$ cat src/rtl/core/tas_pkg.sv
// Shared types and constants for the throttle arming sequencer.
// No dependencies; every other file of the block uses this package.
package tas_pkg;

    typedef logic [9:0]  t_throttle;
    typedef logic [7:0]  t_count8;
    typedef logic [13:0] t_count14;

    localparam int CFG_INDEX_W = 3;
    localparam int CFG_DATA_W  = 14;

    typedef logic [CFG_INDEX_W-1:0] t_cfg_index;
    typedef logic [CFG_DATA_W-1:0]  t_cfg_data;

    // Register indexes of the configuration port.
    localparam t_cfg_index CFG_HIGH_THRESHOLD = 3'd0;
    localparam t_cfg_index CFG_LOW_THRESHOLD  = 3'd1;
    localparam t_cfg_index CFG_HOLD_TICKS     = 3'd2;
    localparam t_cfg_index CFG_DISARM_TICKS   = 3'd3;
    localparam t_cfg_index CFG_LOSS_TICKS     = 3'd4;

    // Register reset values.
    localparam t_throttle RST_HIGH_THRESHOLD = 10'd960;
    localparam t_throttle RST_LOW_THRESHOLD  = 10'd20;
    localparam t_count8   RST_HOLD_TICKS     = 8'd200;
    localparam t_count14  RST_DISARM_TICKS   = 14'd10000;
    localparam t_count8   RST_LOSS_TICKS     = 8'd200;

    localparam t_count8  COUNT8_MAX  = 8'hFF;
    localparam t_count14 COUNT14_MAX = 14'h3FFF;

    typedef enum logic [2:0] {
        PH_FREE     = 3'd0,
        PH_HIGH     = 3'd1,
        PH_RELEASED = 3'd2,
        PH_LOW      = 3'd3,
        PH_UNLOCKED = 3'd4
    } t_phase;

    typedef struct packed {
        t_throttle high_threshold;
        t_throttle low_threshold;
        t_count8   hold_ticks;
        t_count14  disarm_ticks;
        t_count8   loss_ticks;
    } t_cfg;

    typedef struct packed {
        t_count8  miss_count;
        t_phase   phase;
        t_count8  high_count;
        t_count8  low_count;
        t_count14 disarm_count;
    } t_state;

    typedef struct packed {
        logic       link_up;
        logic       unlocked;
        logic [2:0] arm_phase;
    } t_result;

endpackage

$ cat src/rtl/core/tas_if.sv
// Handshake channels of the throttle arming sequencer: tick input,
// result output and configuration write. Depends on tas_pkg.
interface tas_tick_if;
    logic                valid;
    logic                ready;
    logic                packet_ok;
    tas_pkg::t_throttle  throttle;

    modport source (output valid, output packet_ok, output throttle, input ready);
    modport sink   (input valid, input packet_ok, input throttle, output ready);
endinterface

interface tas_result_if;
    logic       valid;
    logic       ready;
    logic       link_up;
    logic       unlocked;
    logic [2:0] arm_phase;

    modport source (output valid, output link_up, output unlocked, output arm_phase,
                    input ready);
    modport sink   (input valid, input link_up, input unlocked, input arm_phase,
                    output ready);
endinterface

interface tas_cfg_if;
    logic                valid;
    logic                ready;
    tas_pkg::t_cfg_index reg_index;
    tas_pkg::t_cfg_data  wr_data;

    modport source (output valid, output reg_index, output wr_data, input ready);
    modport sink   (input valid, input reg_index, input wr_data, output ready);
endinterface

$ cat src/rtl/core/tas_step.sv
// Next-state and result logic for one control tick: link watchdog and
// arming phase sequence. Purely combinational; depends on tas_pkg.
module tas_step (
    input  tas_pkg::t_cfg     i_cfg,
    input  tas_pkg::t_state   i_state,
    input  logic              i_packet_ok,
    input  tas_pkg::t_throttle i_throttle,
    output tas_pkg::t_state   o_state,
    output tas_pkg::t_result  o_result
);
    import tas_pkg::*;

    logic        hi;
    logic        lo;
    logic        link;
    logic        unl;
    logic [8:0]  miss_nx;
    logic [8:0]  high_nx;
    logic [8:0]  low_nx;
    logic [14:0] disarm_nx;

    always_comb begin
        hi        = (i_throttle >= i_cfg.high_threshold);
        lo        = (i_throttle <= i_cfg.low_threshold);
        miss_nx   = {1'b0, i_state.miss_count} + 9'd1;
        high_nx   = {1'b0, i_state.high_count} + 9'd1;
        low_nx    = {1'b0, i_state.low_count} + 9'd1;
        disarm_nx = {1'b0, i_state.disarm_count} + 15'd1;
        o_state   = i_state;
        unl       = 1'b0;

        // Watchdog: a packet clears the miss count, otherwise it climbs and
        // is clamped at the limit once the link is declared down.
        if (i_packet_ok) begin
            o_state.miss_count = '0;
            link = 1'b1;
        end else if (miss_nx > {1'b0, i_cfg.loss_ticks}) begin
            o_state.miss_count = i_cfg.loss_ticks;
            link = 1'b0;
        end else begin
            o_state.miss_count = miss_nx[7:0];
            link = 1'b1;
        end

        if (!link) begin
            o_state.phase = PH_FREE;
        end else begin
            case (i_state.phase)
                PH_FREE: begin
                    o_state.high_count = '0;
                    o_state.low_count  = '0;
                    if (hi) o_state.phase = PH_HIGH;
                end
                PH_HIGH: begin
                    if (hi) begin
                        o_state.high_count = high_nx[8] ? COUNT8_MAX : high_nx[7:0];
                        if (high_nx > {1'b0, i_cfg.hold_ticks}) o_state.phase = PH_RELEASED;
                    end else begin
                        o_state.phase = PH_FREE;
                    end
                end
                PH_RELEASED: begin
                    if (lo) o_state.phase = PH_LOW;
                end
                PH_LOW: begin
                    if (lo) begin
                        o_state.low_count = low_nx[8] ? COUNT8_MAX : low_nx[7:0];
                        if (low_nx > {1'b0, i_cfg.hold_ticks}) o_state.phase = PH_UNLOCKED;
                    end else begin
                        o_state.phase = PH_FREE;
                    end
                end
                PH_UNLOCKED: begin
                    unl = 1'b1;
                    if (lo) begin
                        if (disarm_nx > {1'b0, i_cfg.disarm_ticks}) begin
                            o_state.disarm_count = '0;
                            o_state.phase        = PH_FREE;
                        end else begin
                            o_state.disarm_count = disarm_nx[14] ? COUNT14_MAX
                                                                 : disarm_nx[13:0];
                        end
                    end else begin
                        o_state.disarm_count = '0;
                    end
                end
                default: begin
                end
            endcase
        end

        o_result.link_up   = link;
        o_result.unlocked  = unl;
        o_result.arm_phase = o_state.phase;
    end

endmodule

$ cat src/rtl/core/throttle_arming_sequencer.sv
// Throttle arming sequencer: a transferred tick waits in the input register and is stepped
// into the output register once that is empty or being read. Throughput is one tick per
// clock while the result receiver is ready; the input register, the single-pass step logic
// and the output register form a two-stage pipeline that never bubbles.
// Synchronous active-low reset loads the register defaults, sets the miss count
// to its saturated value (link down until the first packet) and the phase to free.
// Depends on tas_pkg, tas_if and tas_step.
module throttle_arming_sequencer (
    input  logic        i_clk,
    input  logic        i_rst_n,
    tas_tick_if.sink    i_tick,
    tas_cfg_if.sink     i_cfg,
    tas_result_if.source o_result
);
    import tas_pkg::*;

    // Configuration registers. Writes must only be issued while the block is idle; the
    // block does not enforce this, and the port is always ready.
    t_cfg r_cfg;

    // Input stage.
    logic      r_s1_valid;
    logic      r_s1_packet_ok;
    t_throttle r_s1_throttle;

    // Sequencer state, updated when the input stage moves into the output register.
    t_state r_state;
    t_state n_state;

    // Output register.
    logic    r_out_valid;
    t_result r_out;
    t_result n_out;

    logic s1_adv;

    assign i_cfg.ready = 1'b1;

    // The input stage advances whenever the output register is empty or its
    // current result is being transferred out this cycle.
    assign s1_adv       = r_s1_valid && (!r_out_valid || o_result.ready);
    assign i_tick.ready = !r_s1_valid || s1_adv;

    tas_step u_step (
        .i_cfg       (r_cfg),
        .i_state     (r_state),
        .i_packet_ok (r_s1_packet_ok),
        .i_throttle  (r_s1_throttle),
        .o_state     (n_state),
        .o_result    (n_out)
    );

    always_ff @(posedge i_clk) begin
        if (!i_rst_n) begin
            r_cfg.high_threshold <= RST_HIGH_THRESHOLD;
            r_cfg.low_threshold  <= RST_LOW_THRESHOLD;
            r_cfg.hold_ticks     <= RST_HOLD_TICKS;
            r_cfg.disarm_ticks   <= RST_DISARM_TICKS;
            r_cfg.loss_ticks     <= RST_LOSS_TICKS;
        end else if (i_cfg.valid) begin
            // Indexes beyond the register list are accepted and ignored.
            case (i_cfg.reg_index)
                CFG_HIGH_THRESHOLD: r_cfg.high_threshold <= i_cfg.wr_data[9:0];
                CFG_LOW_THRESHOLD:  r_cfg.low_threshold  <= i_cfg.wr_data[9:0];
                CFG_HOLD_TICKS:     r_cfg.hold_ticks     <= i_cfg.wr_data[7:0];
                CFG_DISARM_TICKS:   r_cfg.disarm_ticks   <= i_cfg.wr_data[13:0];
                CFG_LOSS_TICKS:     r_cfg.loss_ticks     <= i_cfg.wr_data[7:0];
                default: begin
                end
            endcase
        end
    end

    always_ff @(posedge i_clk) begin
        if (!i_rst_n) begin
            r_s1_valid <= 1'b0;
        end else if (i_tick.valid && i_tick.ready) begin
            r_s1_valid <= 1'b1;
        end else if (s1_adv) begin
            r_s1_valid <= 1'b0;
        end
    end

    always_ff @(posedge i_clk) begin
        if (i_tick.valid && i_tick.ready) begin
            r_s1_packet_ok <= i_tick.packet_ok;
            r_s1_throttle  <= i_tick.throttle;
        end
    end

    always_ff @(posedge i_clk) begin
        if (!i_rst_n) begin
            r_state.miss_count   <= RST_LOSS_TICKS;
            r_state.phase        <= PH_FREE;
            r_state.high_count   <= '0;
            r_state.low_count    <= '0;
            r_state.disarm_count <= '0;
        end else if (s1_adv) begin
            r_state <= n_state;
        end
    end

    always_ff @(posedge i_clk) begin
        if (!i_rst_n) begin
            r_out_valid <= 1'b0;
        end else if (s1_adv) begin
            r_out_valid <= 1'b1;
        end else if (o_result.ready) begin
            r_out_valid <= 1'b0;
        end
    end

    always_ff @(posedge i_clk) begin
        if (s1_adv) begin
            r_out <= n_out;
        end
    end

    assign o_result.valid     = r_out_valid;
    assign o_result.link_up   = r_out.link_up;
    assign o_result.unlocked  = r_out.unlocked;
    assign o_result.arm_phase = r_out.arm_phase;

endmodule

$ cat src/flat_wrapper.sv
// flat-port wrapper written by rule: the top's interface ports become plain ports
module throttle_arming_sequencer_flat import tas_pkg::*;
  (i_clk, i_rst_n, i_tick_valid, i_tick_packet_ok, i_tick_throttle, i_tick_ready, i_cfg_valid, i_cfg_reg_index, i_cfg_wr_data, i_cfg_ready, o_result_valid, o_result_link_up, o_result_unlocked, o_result_arm_phase, o_result_ready);
  tas_tick_if i_tick_i ();
  tas_cfg_if i_cfg_i ();
  tas_result_if o_result_i ();
  input  logic i_clk;
  input  logic i_rst_n;
  input wire logic [$bits(i_tick_i.valid)-1:0] i_tick_valid;
  input wire logic [$bits(i_tick_i.packet_ok)-1:0] i_tick_packet_ok;
  input wire logic [$bits(i_tick_i.throttle)-1:0] i_tick_throttle;
  output wire logic [$bits(i_tick_i.ready)-1:0] i_tick_ready;
  input wire logic [$bits(i_cfg_i.valid)-1:0] i_cfg_valid;
  input wire logic [$bits(i_cfg_i.reg_index)-1:0] i_cfg_reg_index;
  input wire logic [$bits(i_cfg_i.wr_data)-1:0] i_cfg_wr_data;
  output wire logic [$bits(i_cfg_i.ready)-1:0] i_cfg_ready;
  output wire logic [$bits(o_result_i.valid)-1:0] o_result_valid;
  output wire logic [$bits(o_result_i.link_up)-1:0] o_result_link_up;
  output wire logic [$bits(o_result_i.unlocked)-1:0] o_result_unlocked;
  output wire logic [$bits(o_result_i.arm_phase)-1:0] o_result_arm_phase;
  input wire logic [$bits(o_result_i.ready)-1:0] o_result_ready;
  assign i_tick_i.valid = i_tick_valid;
  assign i_tick_i.packet_ok = i_tick_packet_ok;
  assign i_tick_i.throttle = i_tick_throttle;
  assign i_tick_ready = i_tick_i.ready;
  assign i_cfg_i.valid = i_cfg_valid;
  assign i_cfg_i.reg_index = i_cfg_reg_index;
  assign i_cfg_i.wr_data = i_cfg_wr_data;
  assign i_cfg_ready = i_cfg_i.ready;
  assign o_result_valid = o_result_i.valid;
  assign o_result_link_up = o_result_i.link_up;
  assign o_result_unlocked = o_result_i.unlocked;
  assign o_result_arm_phase = o_result_i.arm_phase;
  assign o_result_i.ready = o_result_ready;
  throttle_arming_sequencer u_core (.i_clk(i_clk), .i_rst_n(i_rst_n), .i_tick(i_tick_i), .i_cfg(i_cfg_i), .o_result(o_result_i));
endmodule
$ cat config.mk
export PLATFORM = sky130hd
export DESIGN_NAME = throttle_arming_sequencer_flat
export DESIGN_NICKNAME = d
export VERILOG_FILES = /design/src/rtl/core/tas_pkg.sv /design/src/rtl/core/tas_if.sv /design/src/rtl/core/tas_step.sv /design/src/rtl/core/throttle_arming_sequencer.sv /design/src/flat_wrapper.sv
export SDC_FILE = /design/constraint.sdc
export NUM_CORES = 1
export LEC_CHECK = 0
export ABC_AREA = 1
export BUFFER_PORTS_ARGS = -buffer_cell sky130_fd_sc_hd__buf_4
export CORE_MARGIN = 2
export CORE_UTILIZATION = 30
export DETAILED_ROUTE_END_ITERATION = 12
export GPL_TIMING_DRIVEN = 0
export PLACE_DENSITY_LB_ADDON = 0.15
export SLEW_MARGIN = 10
export SYNTH_ARGS = -nofsm -noshare
export SYNTH_HDL_FRONTEND = slang
export SYNTH_SLANG_ARGS = --single-unit
$ cat constraint.sdc
create_clock -name i_clk -period 2.95 [get_ports i_clk]
set_input_delay 0.1475 -clock i_clk [delete_from_list [all_inputs] [get_ports i_clk]]
set_output_delay 0.1475 -clock i_clk [all_outputs]
set_load 0.05 [all_outputs]
==> summary.txt <==
Hold path
  • Hold_sp: i_cfg_wr_data[8]
  • Type of the tightest min-delay check: in -> reg
  • Hold Crit Depth: 3
  • WHS Endpoint: u_core.r_cfg[48]

GRT
  • Largest net degree at the start of global routing: 19
  • Gr usage total: 14.9%
  • Initial antenna violation count: 0
  • First-pass GRT wire length: 28000 µm
  • Vias in the first global route: 5593
  • Global route total overflow: 0

Final layout
  • Fin nets: 1125
  • Fillers: 2330
  • Register area: 2350 µm²
  • Layout Utilization: 36.7%
  • Layout area overhead: 20.2%
  • Multi-input gate area: 3670 µm²
  • Most common cell after layout, fill and taps aside: nand2_1
  • Share of cells above drive strength 1: 10.9%
  • Post-Layout Cell Count: 1315
  • Inserted Diodes: 0
  • Commonest non-fill, non-tap cells in the layout: nand2_1, inv_1, nor2_1

Clock tree
  • H-tree depth: 3
  • CTS Buf Count: 9
  • CTS root buffer: clkbuf_16
  • Total clock sinks: 109
  • Worst-Skew Late Latency: 370 ps
  • Clock buffer depth: 2
  • Clk pin slew, worst setup/hold paths: 80 ps
  • CTS tree: done

Logic synthesis
  • Top cells by area, synth: dfxtp_1, ha_1, nand2_1
  • Largest area contributor in the netlist: dfxtp_1
  • Register area share after synthesis: 35.1%
  • Syn_area_per_cell: 6.99 µm²
  • Synthesized flop and latch total: 109
  • Cell count after synthesis: 954
  • Share of the synthesized area in the top cell type: 27.9%
  • Net Count, Synth: 1049
  • Synth warn: 0
  • Cell Area, Synth: 6660 µm²
  • Synth unique cells: 29

Floorplanning
  • I/O Pins: 41
  • Die X: 153 µm
  • Row count: 54
  • Core Box Area: 21800 µm²
  • Die area: 23400 µm²
  • Die extent in y: 153 µm
  • Initial Utilization: 30.5%

Place
  • PortBufs: 39
  • Placer Congestion: 0.800
  • Place WS: 12.0 ps
  • Post-Place Cells: 1273
  • DP Wirelength: 13300 µm

Drt
  • WL/cell: 13.4 µm
  • Post-route ant nets: 0
  • Vias per std cell: 4.50
  • DR pass1 iterations: 4
  • Total routed wirelength: 17600 µm
  • Vias after detailed routing: 5924
  • DRC errors left: 0
  • Starting DRT DRC Count: 257

Critical path
  • R2R cell count: 16
  • CP Capture Type: register
  • Startpoint types: register
  • CP max FO: 5
  • Worst reg2reg path startpoint: u_core.r_state[0]
  • Worst Path Required: 3190 ps
  • Worst setup path class: reg -> reg
  • Flop2flop setup slack: 220 ps
  • WP data arrival: 2980 ps
  • R2r endpoint: u_core.r_state[5]

Pwr
  • Power Density: 473 nW/µm²
  • Leakage power: 3.90 nW
  • Total power: 3.79 mW
  • Worst ir drop on vdd: 0.291 mV

Timing
  • PnR worst setup slack: 217 ps
  • Fin Clk Skew: 14.7 ps
  • Fin crit period: 2730 ps
  • Hold WS: 27.0 ps
  • Setup-failing EPs final: 0
  • Fmax: 366 MHz
  • Endpoints failing hold: 0
  • RSZ-0062 raised after global routing: yes
  • Rel. slew slack: 45.7%
  • Worst-Margin Slew: 814 ps
  • Final Cycle Share: 92.7%
  • Slew Viols, Final: 0

Run status
  • Status: finished clean

Flow run
  • Max-cap violations: 0
## stage by stage
stage,area (µm²),setup TNS [ps]
after floorplan,6660,0
after global routing,8010,-122
after global placement,7310,0
after detailed placement,7310,0
final,8010,0
after CTS,7790,0
## flip-flops by register name, summed over array words and instances (netlist names)
name,flops
u_core.o_result.valid,1
u_core.r_s1_packet_ok,1
u_core.o_result.unlocked,1
u_core.r_state,41
u_core.r_s1_valid,1
u_core.r_s1_throttle,10
u_core.o_result.arm_phase,3
u_core.o_result.link_up,1
u_core.r_cfg,50
## power breakdown
| group | switching, mW | internal (mW) | leakage [nW] |
|---|---|---|---|
| Sequential | 0.0519 | 1.58 | 0.914 |
| Clock | 0.613 | 0.836 | 0.166 |
| Combinational | 0.435 | 0.268 | 2.82 |
| Total | 1.10 | 2.69 | 3.90 |
## critical path, cell delays in order, from the launching register on
cell and delay, ps:
dfxtp_4 380, ha_4 150, nand2_4 60, nor2_4 120, nand4_1 130, nor3_2 230, xor2_1 250, ha_1 210
nand2_2 70, nor3_2 260, nand3_1 110, nand2_1 120, nand2_2 70, nand2_4 100, nor2_1 60, o21ai_0 230
nor2_1 60
## how the worst max path moves through the flow
stage	start	end	slack (ps)	cells after the start
floorplan	u_core.r_state[0]	u_core.r_state[10]	480	17
global placement	u_core.r_state[0]	u_core.r_state[6]	20	17
detailed placement	u_core.r_state[0]	u_core.r_state[8]	10	17
CTS	u_core.r_state[0]	u_core.r_state[4]	30	19
global route	u_core.r_state[0]	u_core.r_state[11]	-30	19
finish	u_core.r_state[0]	u_core.r_state[5]	220	16
## kinds of logic (layout without fill, tap and decap cells)
| logic type | Yosys count | in the layout | share of synthesized area (%) |
|---|---|---|---|
| AND/OR/NAND/NOR | 404 | 405 | 25.7 |
| buffers and inverters | 186 | 266 | 11.1 |
| AO/OA/AOI/OAI | 171 | 171 | 13.6 |
| flip-flops | 109 | 109 | 35.1 |
| adder cells (fa/ha/maj) | 62 | 62 | 11.6 |
| XOR/XNOR | 21 | 21 | 2.76 |
| other | 1 | 1 | 0.0563 |
## synthesized netlist by cell type (all sizes together)
cell type  number
xnor2           1
edfxtp         16
nand4          12
ha             62
nand3          43
clkinv          1
nand3b          3
clkbuf         13
o211ai         13
nand2         201
buf            10
a21o            7
conb            1
dfxtp          93
xor2           20
o21ai          69
inv           162
a21oi          82
nor3            9
nor2          136
## layout make-up
cell class / instances / area share [%]
multi-input combinational: 660 / 45.9
sequential: 109 / 29.4
inverter: 163 / 7.64
timing repair buffer: 64 / 6.63
tap: 280 / 4.38
clock buffer: 9 / 2.81
buffer: 23 / 1.75
clock inverter: 7 / 1.55
## what timing repair did
action	CTS	global route
endpoints found under the hold margin	13	0
setup endpoints to repair	10	39
hold buffers	13	0
buffers inserted	0	11
gates resized for setup	1	25
gates cloned	0	2
pin swaps	0	17
## per-layer routing
layer	vias up	GRT usage (%)	routed length [µm]
met2	77	24.2	7950
met3	10	1.76	470
li1	3209	-	-
met4	0	4.63	131
met1	2628	20.7	9080
met5	-	0	0
No activity file was read; power rests on OpenSTA's default activity.
